[config.mk]
export PLATFORM = sky130hd
export DESIGN_NAME = terminal_escape_key_mouse_parser_unit
export DESIGN_NICKNAME = d
export VERILOG_FILES = /design/src/rtl/tkmp_pkg.sv /design/src/rtl/tkmp_parser.sv /design/src/rtl/terminal_escape_key_mouse_parser_unit.sv
export SDC_FILE = /design/constraint.sdc
export NUM_CORES = 1
export LEC_CHECK = 0
export BUFFER_PORTS_ARGS = -buffer_cell sky130_fd_sc_hd__buf_2
export CAP_MARGIN = 20
export CORE_MARGIN = 5
export CORE_UTILIZATION = 35
export DETAILED_ROUTE_END_ITERATION = 12
export GPL_TIMING_DRIVEN = 1
export PLACE_DENSITY = 0.52
export SLEW_MARGIN = 40
export SYNTH_ARGS = -nofsm -noshare
export SYNTH_HDL_FRONTEND = slang
export SYNTH_SLANG_ARGS = --single-unit
[constraint.sdc]
create_clock -name clk -period 4.3 [get_ports clk]
set_clock_uncertainty 0.15 [all_clocks]
set_input_delay 0.43 -clock clk [delete_from_list [all_inputs] [get_ports clk]]
set_output_delay 0.43 -clock clk [all_outputs]
set_load 0.02 [all_outputs]
[src/rtl/tkmp_pkg.sv]
package tkmp_pkg;

  // Parser states: idle, after ESC, after ESC-[, and the three mouse report bytes.
  typedef enum logic [2:0] {
    ST_IDLE = 3'd0,
    ST_ESC  = 3'd1,
    ST_CSI  = 3'd2,
    ST_MBTN = 3'd3,
    ST_MCOL = 3'd4,
    ST_MROW = 3'd5
  } parse_state_t;

  // Event kinds reported on the result channel.
  typedef enum logic [1:0] {
    EV_KEY   = 2'd0,
    EV_ARROW = 2'd1,
    EV_MOUSE = 2'd2
  } ev_type_t;

  // Arrow key codes.
  localparam logic [2:0] KC_NONE  = 3'd0;
  localparam logic [2:0] KC_UP    = 3'd1;
  localparam logic [2:0] KC_DOWN  = 3'd2;
  localparam logic [2:0] KC_RIGHT = 3'd3;
  localparam logic [2:0] KC_LEFT  = 3'd4;

  // Input word kinds carried in the slave-side tuser bit.
  localparam logic KIND_FEED = 1'b0;
  localparam logic KIND_POLL = 1'b1;

  // Bytes with a meaning to the parser.
  localparam logic [7:0] CH_ESC     = 8'h1B;
  localparam logic [7:0] CH_LBRACK  = 8'h5B;
  localparam logic [7:0] CH_M       = 8'h4D;
  localparam logic [7:0] CH_A       = 8'h41;
  localparam logic [7:0] CH_B       = 8'h42;
  localparam logic [7:0] CH_C       = 8'h43;
  localparam logic [7:0] CH_D       = 8'h44;
  localparam logic [7:0] BTN_MASK   = 8'h03;
  localparam logic [7:0] BTN_RELBIT = 8'h20;
  localparam logic [8:0] COORD_BIAS = 9'd32;

  // One decoded event.
  typedef struct packed {
    ev_type_t          etype;
    logic [7:0]        key_char;
    logic [2:0]        key_code;
    logic [1:0]        mouse_button;
    logic              mouse_pressed;
    logic signed [8:0] mouse_x;
    logic signed [8:0] mouse_y;
  } event_t;

  localparam event_t EVENT_ZERO = '{
    etype:         EV_KEY,
    key_char:      8'd0,
    key_code:      KC_NONE,
    mouse_button:  2'd0,
    mouse_pressed: 1'b0,
    mouse_x:       9'sd0,
    mouse_y:       9'sd0
  };

endpackage

[src/rtl/tkmp_parser.sv]
module tkmp_parser (
  input  logic            clk,
  input  logic            rst_n,
  input  logic            feed_en,
  input  logic [7:0]      feed_byte,
  input  logic            poll_en,
  output logic            held,
  output tkmp_pkg::event_t held_event
);
  import tkmp_pkg::*;

  parse_state_t state_r, state_nxt;
  logic [7:0]   button_r, button_nxt;
  logic [7:0]   column_r, column_nxt;
  logic         held_r, held_nxt;
  event_t       event_r, event_nxt;

  // Next state of the parser and of the held event.
  always_comb begin
    state_nxt  = state_r;
    button_nxt = button_r;
    column_nxt = column_r;
    held_nxt   = held_r;
    event_nxt  = event_r;
    if (poll_en) begin
      held_nxt = 1'b0;
    end else if (feed_en && !held_r) begin
      unique case (state_r)
        ST_ESC: begin
          if (feed_byte == CH_LBRACK) begin
            state_nxt = ST_CSI;
          end else begin
            event_nxt          = EVENT_ZERO;
            event_nxt.key_char = CH_ESC;
            held_nxt           = 1'b1;
            state_nxt          = ST_IDLE;
          end
        end
        ST_CSI: begin
          if (feed_byte == CH_M) begin
            state_nxt = ST_MBTN;
          end else begin
            event_nxt = EVENT_ZERO;
            held_nxt  = 1'b1;
            state_nxt = ST_IDLE;
            unique case (feed_byte)
              CH_A: begin
                event_nxt.etype    = EV_ARROW;
                event_nxt.key_code = KC_UP;
              end
              CH_B: begin
                event_nxt.etype    = EV_ARROW;
                event_nxt.key_code = KC_DOWN;
              end
              CH_C: begin
                event_nxt.etype    = EV_ARROW;
                event_nxt.key_code = KC_RIGHT;
              end
              CH_D: begin
                event_nxt.etype    = EV_ARROW;
                event_nxt.key_code = KC_LEFT;
              end
              default: begin
                event_nxt.etype = EV_KEY;
              end
            endcase
          end
        end
        ST_MBTN: begin
          button_nxt = feed_byte;
          state_nxt  = ST_MCOL;
        end
        ST_MCOL: begin
          column_nxt = feed_byte;
          state_nxt  = ST_MROW;
        end
        ST_MROW: begin
          event_nxt               = EVENT_ZERO;
          event_nxt.etype         = EV_MOUSE;
          event_nxt.mouse_button  = button_r[1:0] & BTN_MASK[1:0];
          event_nxt.mouse_pressed = ((button_r & BTN_RELBIT) == 8'd0);
          event_nxt.mouse_x       = $signed({1'b0, column_r} - COORD_BIAS);
          event_nxt.mouse_y       = $signed({1'b0, feed_byte} - COORD_BIAS);
          held_nxt                = 1'b1;
          state_nxt               = ST_IDLE;
        end
        default: begin
          // Idle, and any code that is not a parser state.
          if (feed_byte == CH_ESC) begin
            state_nxt = ST_ESC;
          end else begin
            event_nxt          = EVENT_ZERO;
            event_nxt.key_char = feed_byte;
            held_nxt           = 1'b1;
            state_nxt          = ST_IDLE;
          end
        end
      endcase
    end
  end

  // Parser state and held event registers.
  always_ff @(posedge clk) begin
    if (!rst_n) begin
      state_r  <= ST_IDLE;
      button_r <= 8'd0;
      column_r <= 8'd0;
      held_r   <= 1'b0;
      event_r  <= EVENT_ZERO;
    end else begin
      state_r  <= state_nxt;
      button_r <= button_nxt;
      column_r <= column_nxt;
      held_r   <= held_nxt;
      event_r  <= event_nxt;
    end
  end

  assign held       = held_r;
  assign held_event = event_r;

  // A poll always empties the holding slot.
  a_poll_clears: assert property (@(posedge clk) disable iff (!rst_n)
    poll_en |=> !held_r)
    else $error("held event survived a poll");

  // A byte fed while an event is held leaves the parser untouched.
  a_drop_when_held: assert property (@(posedge clk) disable iff (!rst_n)
    (feed_en && !poll_en && held_r) |=> (held_r && $stable(state_r) && $stable(event_r)))
    else $error("byte fed while holding an event changed the parser");

  // A mouse event never carries key fields.
  a_mouse_no_key: assert property (@(posedge clk) disable iff (!rst_n)
    (held_r && event_r.etype == EV_MOUSE) |-> (event_r.key_char == 8'd0 &&
      event_r.key_code == KC_NONE))
    else $error("mouse event with key fields set");

  // A new event is always stored with the parser back in idle.
  a_event_returns_idle: assert property (@(posedge clk) disable iff (!rst_n)
    $rose(held_r) |-> (state_r == ST_IDLE))
    else $error("parser not idle after producing an event");

endmodule

[src/rtl/terminal_escape_key_mouse_parser_unit.sv]
// Channel   Direction  Handshake              Payload
// in_       slave      in_tvalid/in_tready    tuser: kind; tdata: rx_byte
// out_      master     out_tvalid/out_tready  tuser: has_event, event_type;
//                                             tdata: key and mouse fields
//
// One word is taken per cycle; a feed updates the parser at the edge that
// accepts it and yields no result, a poll loads the result register at the
// edge that accepts it, so its result is offered from the next cycle on.
// The result register is the only buffer: input is accepted whenever it is
// empty or being drained in the same cycle, so a stalled result channel
// stalls the input. rst_n is synchronous and active low; it returns the
// parser to idle with no event held and empties the result register.
module terminal_escape_key_mouse_parser_unit (
  input  logic        clk,
  input  logic        rst_n,
  input  logic        in_tvalid,
  output logic        in_tready,
  input  logic [7:0]  in_tdata,   // [7:0] rx_byte
  input  logic [0:0]  in_tuser,   // [0] kind
  output logic        out_tvalid,
  input  logic        out_tready,
  output logic [31:0] out_tdata,  // [7:0] key_char, [10:8] key_code,
                                  // [12:11] mouse_button, [13] mouse_pressed,
                                  // [22:14] mouse_x, [31:23] mouse_y
  output logic [2:0]  out_tuser   // [0] has_event, [2:1] event_type
);
  import tkmp_pkg::*;

  logic   in_accept;
  logic   feed_en;
  logic   poll_en;
  logic   held;
  event_t held_event;
  logic   out_valid_r, out_valid_nxt;
  logic   out_has_r;
  event_t out_event_r;

  // Accept while the result register is free or emptying now.
  assign in_tready = !out_valid_r || out_tready;
  assign in_accept = in_tvalid && in_tready;
  assign feed_en   = in_accept && (in_tuser[0] == KIND_FEED);
  assign poll_en   = in_accept && (in_tuser[0] == KIND_POLL);

  tkmp_parser u_parser (
    .clk        (clk),
    .rst_n      (rst_n),
    .feed_en    (feed_en),
    .feed_byte  (in_tdata),
    .poll_en    (poll_en),
    .held       (held),
    .held_event (held_event)
  );

  // Result valid flag.
  always_comb begin
    out_valid_nxt = out_valid_r;
    if (out_valid_r && out_tready) begin
      out_valid_nxt = 1'b0;
    end
    if (poll_en) begin
      out_valid_nxt = 1'b1;
    end
  end

  always_ff @(posedge clk) begin
    if (!rst_n) begin
      out_valid_r <= 1'b0;
    end else begin
      out_valid_r <= out_valid_nxt;
    end
  end

  // Result payload: the held event, or all zeros when nothing is held.
  always_ff @(posedge clk) begin
    if (poll_en) begin
      out_has_r   <= held;
      out_event_r <= held ? held_event : EVENT_ZERO;
    end
  end

  assign out_tvalid = out_valid_r;
  assign out_tuser  = {out_event_r.etype, out_has_r};
  assign out_tdata  = {out_event_r.mouse_y, out_event_r.mouse_x,
                       out_event_r.mouse_pressed, out_event_r.mouse_button,
                       out_event_r.key_code, out_event_r.key_char};

endmodule
==> impl_metrics.env, run 1 <==
export IMPL_ant_nets=0
export IMPL_dpl_instance_area_sq_um=3860
export IMPL_leakagePower_nw=1.64
export IMPL_grtUsageTotal_pct=12.3
export IMPL_yosys_register_bits=85
export IMPL_antenna_found_initial=0
export IMPL_syn_inst=304
export IMPL_p_per_area_nw_per_um2=369
export IMPL_worstPathRequired_ns=4.43
export IMPL_pre_cts_slack_ns=2.05
export IMPL_vdd_drop_max_uv=126
export IMPL_clkLatencyLatePin_ns=0.35
export IMPL_drtIter0Drc=105
export IMPL_arrival_ns=2.36
export IMPL_stdcell_count=482
export IMPL_wirelength_microns=7140
export IMPL_postCtsSetupRepairBufs=0
export IMPL_syn_num_nets=319
export IMPL_post_route_period_util_pct=52.0
export IMPL_fin_ws_ns=2.06
export IMPL_cts_hold_buffers=0
export IMPL_critPathLaunchType="register"
export IMPL_overflow=0
export IMPL_grt_pass1_vias=2251
export IMPL_clkTransAtPathRegs_ns=0.08
export IMPL_design_area_sq_um=4030
export IMPL_area_delta_synth_final_pct=13.3
export IMPL_grt_first_pass_wirelength_microns=12100
export IMPL_post_cts_resized=0
export IMPL_drc_errors=0
export IMPL_maxSlewHeadroom_pct=55.1
export IMPL_synth_distinct_cells=47
export IMPL_cts_buffer_depth=2
export IMPL_post_drt_wl_per_cell_microns=14.8
export IMPL_cts_root_buffer="clkbuf_8"
export IMPL_avgSynthCellArea_sq_um=11.7
export IMPL_setup_tns_ns=0
export IMPL_design_die_area_sq_um=12300
export IMPL_cts_sinks=85
export IMPL_critPathCaptureType="register"
export IMPL_min_period_ns=2.24
export IMPL_place_port_buffers=49
export IMPL_status="finished, final reports clean"
export IMPL_hold_viol_final=0
export IMPL_rsz0062_at_grt="no"
export IMPL_synth_seq_area_share_pct=57.7
export IMPL_io_pins=50
export IMPL_grt_max_degree=38
export IMPL_setup_violations=0
export IMPL_worstSetupPathType="reg -> reg"
export IMPL_hpwl_microns=4740
export IMPL_diodes=0
export IMPL_path_max_fanout=17
export IMPL_vias=2296
export IMPL_cts_buffers=9
export IMPL_avgViaCountPerCell=4.76
export IMPL_htree_levels=3
export IMPL_initial_core_util_pct=36.1
export IMPL_min_path_type="in -> reg"
export IMPL_core_rowCount=36
export IMPL_fin_nets=360
export IMPL_max_cap_viol_count=0
export IMPL_cts_tree="built"
export IMPL_synth_area_sq_um=3560
export IMPL_fmax_mhz=447
export IMPL_globalplace_congestion=0.825
export IMPL_die_h_microns=111
export IMPL_die_w_microns=111
export IMPL_slew_violations=0
export IMPL_drive_gt1_share_pct=23.2
export IMPL_dpl_cell_count=467
export IMPL_synth_warning_count=0
export IMPL_worst_pin_slew_ns=0.671
export IMPL_mostFrequentLayoutCells="49 x buf_2, 49 x dfxtp_1, 36 x nand2_1, 36 x and2_1, 35 x edfxtp_1"
export IMPL_core_area_sq_um=9860
export IMPL_dr_pass1_iters=4
==> logic make-up (layout without fill, tap and decap cells) <==
group                      after synthesis  after routing  share of synthesized area, %
adders and majority gates                2              2                         0.703
DFF                                     85             85                          57.7
AOI/OAI and AO/OA                       42             42                          10.4
and+or+nand+nor                        117            117                          19.0
muxes                                   23             23                          6.47
xor gates and xnor gates                 3              3                         0.739
buffers and inverters                   32             77                          4.92
==> sequential cells by signal, indices dropped and copies added (netlist names) <==
name                 count
u_parser.held_event     34
out_tdata               32
out_tvalid               1
u_parser.column_r        8
out_has_r                1
u_parser.state_r         3
u_parser.button_r        3
u_parser.held            1
out_tuser                2
==> power breakdown <==
group | total [mW] | internal (mW) | leakage [nW] | switching [mW]
Clock | 0.523 | 0.263 | 0.0879 | 0.260
Combinational | 0.0993 | 0.0314 | 0.813 | 0.0680
Sequential | 0.863 | 0.854 | 0.736 | 0.00880
Total | 1.49 | 1.15 | 1.64 | 0.337
==> metal layers <==
layer	up-vias	global-route usage, %	part of all wire (%)
li1	1152	-	-
met1	1098	16.4	49
met2	34	18.5	45
met3	12	3.44	3.7
met4	0	5.67	1.9
met5	-	0	0
==> Yosys cell counts (all sizes together) <==
cell,count,area share [%]
ha,2,0.70
dfxtp,50,28
a32o,9,2.5
nor2,5,0.53
a21boi,2,0.42
o211ai,1,0.21
nand3,5,0.84
a22oi,1,0.35
edfxtp,35,30
nand4,4,0.70
o21ai,4,0.88
nor4,1,0.18
and4b,2,0.56
and3,2,0.49
nand2,36,3.8
xnor2,3,0.74
nor4b,1,0.25
and4,2,0.49
and2,36,6.3
nand4b,1,0.25
o21a,1,0.21
nor3b,4,1.1
a211o,4,0.98
clkbuf,9,0.95
nor2b,11,1.9
o211a,1,0.28
o22ai,11,3.3
a31o,1,0.25
a21oi,7,0.98
buf,13,2.9
inv,10,1.1
nor3,1,0.14
or2,1,0.18
nand2b,3,0.53
mux2i,23,6.5
and4bb,2,0.70
==> critical path, stage by stage (launching register included) <==
cell and delay, ns:
dfxtp_1 0.66, nand2b_1 0.22, o21ai_1 0.35, o21a_2 0.52, mux2i_1 0.26
==> path summary, 6_finish.rpt <==
check	start	endpoint	slack [ns]	cells after the start
worst max-delay path	u_parser.state_r[1]	u_parser.held_event[22]	2.06	4
worst min-delay path	in_tdata[5]	u_parser.held_event[5]	0.27	2
worst max register to register	u_parser.state_r[1]	u_parser.held_event[22]	2.06	4
worst min register to register	u_parser.held_event[33]	u_parser.held_event[33]	0.31	2
==> per-stage QoR <==
step	power [mW]	hold slack, ns	utilization [%]
floorplan	0.953	0.274	-
global placement	0.982	0.293	39.1
detailed placement	0.984	0.298	39.1
CTS	1.51	0.246	40.9
global route	1.56	0.247	40.9
finish	1.49	0.271	40.9
==> final cells by class <==
class | instances | area [sq um]
clock buffer | 12 | 135
fill | 963 | 5830
timing repair buffer | 52 | 268
clock inverter | 3 | 38.8
multi-input combinational | 187 | 1330
sequential | 85 | 2050
inverter | 10 | 37.5
tap | 133 | 166
Note: power is estimated with default switching activity, not from simulation.
==> run 2, diff against run 1 <==
Clock period 4.3 ns to 2.3 ns, I/O delays scaled along.
==> impl_metrics.env, run 2 (synthesized netlist as in run 1, its figures left out) <==
export IMPL_grtUsageTotal_pct=12.4
export IMPL_slew_violations=0
export IMPL_post_cts_resized=0
export IMPL_diodes=0
export IMPL_post_route_period_util_pct=86.6
export IMPL_gr_usage_met3_pct=3.55
export IMPL_core_rowCount=36
export IMPL_dpl_instance_area_sq_um=3900
export IMPL_critPathMaxStageDelay_ns=0.64
export IMPL_rsz0062_at_grt="no"
export IMPL_drtIter0Drc=89
export IMPL_p_per_area_nw_per_um2=710
export IMPL_top_usage_layer="met2"
export IMPL_final_common_cell="dfxtp_1"
export IMPL_vias=2323
export IMPL_hold_viol_final=0
export IMPL_leakagePower_nw=1.68
export IMPL_crit_family="flip-flops"
export IMPL_clkLatencyLatePin_ns=0.34
export IMPL_clkTransAtPathRegs_ns=0.08
export IMPL_largest_reg_flops=34
export IMPL_mostFrequentLayoutCells="50 x dfxtp_1, 49 x buf_2, 36 x nand2_1, 36 x and2_1, 35 x edfxtp_1"
export IMPL_avgViaCountPerCell=4.75
export IMPL_die_w_microns=111
export IMPL_vdd_drop_max_uv=366
export IMPL_dpl_cell_count=473
export IMPL_hold_ws_ns=0.0691
export IMPL_hpwl_microns=5010
export IMPL_min_period_ns=1.99
export IMPL_drc_errors=0
export IMPL_core_area_sq_um=9860
export IMPL_slowest_stage="dfxtp_1"
export IMPL_post_drt_wl_per_cell_microns=14.7
export IMPL_max_cap_viol_count=0
export IMPL_arrival_ns=2.11
export IMPL_antenna_found_initial=0
export IMPL_globalplace_congestion=0.797
export IMPL_wirelength_microns=7170
export IMPL_crit_chain="nand2b_1 -> o21ai_1 -> o21ai_4 -> buf_4 -> mux2i_1"
export IMPL_use_met1_pct=16.7
export IMPL_grt_pass1_vias=2315
export IMPL_status="finished, final reports clean"
export IMPL_cts_root_buffer="clkbuf_8"
export IMPL_critPathLaunchType="register"
export IMPL_cts_sinks=85
export IMPL_worstPathRequired_ns=2.42
export IMPL_critPathCaptureType="register"
export IMPL_cts_hold_buffers=0
export IMPL_stdcell_count=489
export IMPL_critPathBufInv=1
export IMPL_maxSlewHeadroom_pct=66.2
export IMPL_htree_levels=3
export IMPL_pre_cts_slack_ns=0.349
export IMPL_dr_pass1_iters=4
export IMPL_ant_nets=0
export IMPL_die_h_microns=111
export IMPL_setup_tns_ns=0
export IMPL_drive_gt1_share_pct=24.4
export IMPL_min_path_type="in -> reg"
export IMPL_io_pins=50
export IMPL_path_max_fanout=18
export IMPL_worstSetupPathType="reg -> reg"
export IMPL_cts_buffers=9
export IMPL_place_port_buffers=49
export IMPL_fmax_mhz=502
export IMPL_grt_first_pass_wirelength_microns=12200
export IMPL_area_delta_synth_final_pct=15.4
export IMPL_grt_max_degree=37
export IMPL_fin_nets=366
export IMPL_design_die_area_sq_um=12300
export IMPL_initial_core_util_pct=36.1
export IMPL_fin_ws_ns=0.309
export IMPL_overflow=0
export IMPL_design_area_sq_um=4110
export IMPL_cts_tree="built"
export IMPL_worst_pin_slew_ns=0.506
export IMPL_cts_buffer_depth=2
export IMPL_use_met2_pct=18.7
export IMPL_postCtsSetupRepairBufs=0
export IMPL_setup_violations=0
## run 2: per-stage QoR
| stage | total power [mW] | util [%] |
|---|---|---|
| after global routing | 3.05 | 41.6 |
| after detailed placement | 1.85 | 39.5 |
| after floorplan | 1.78 | - |
| after global placement | 1.84 | 39.5 |
| final | 2.92 | 41.6 |
| after CTS | 2.97 | 41.6 |
## run 2: worst register-to-register path: stages, from the launching register on
cell      delay (ns)
dfxtp_1         0.64
nand2b_1        0.27
o21ai_1         0.15
o21ai_4         0.18
buf_4           0.29
mux2i_1         0.24
## run 2: final timing paths
kind | startpoint | cells after the start | slack (ns) | to
worst min-delay path | in_tdata[7] | 3 | 0.07 | u_parser.held_event[31]
worst max-delay path | u_parser.state_r[2] | 5 | 0.31 | u_parser.held_event[26]
worst min register to register | u_parser.held_event[33] | 2 | 0.30 | u_parser.held_event[33]
worst max register to register | u_parser.state_r[2] | 5 | 0.31 | u_parser.held_event[26]
## run 2: where the power goes
group,switching [mW],total [mW],internal (mW)
registers,0.00966,1.61,1.60
logic,0.135,0.198,0.0632
clock network,0.500,1.11,0.612
## run 2: metal layers
layer	share of wire, %	wire length (microns)	up-vias
met2	46	3290	42
met1	48	3420	1104
met4	1.9	137	0
met3	4.6	329	10
met5	0	0	-
li1	-	-	1167
## run 2: layout make-up
type	count	area (sq um)
multi-input combinational	187	1330
inverter	10	37.5
timing repair buffer	58	313
fill	973	5760
tap	133	166
clock inverter	4	72.6
sequential	85	2050
clock buffer	12	135
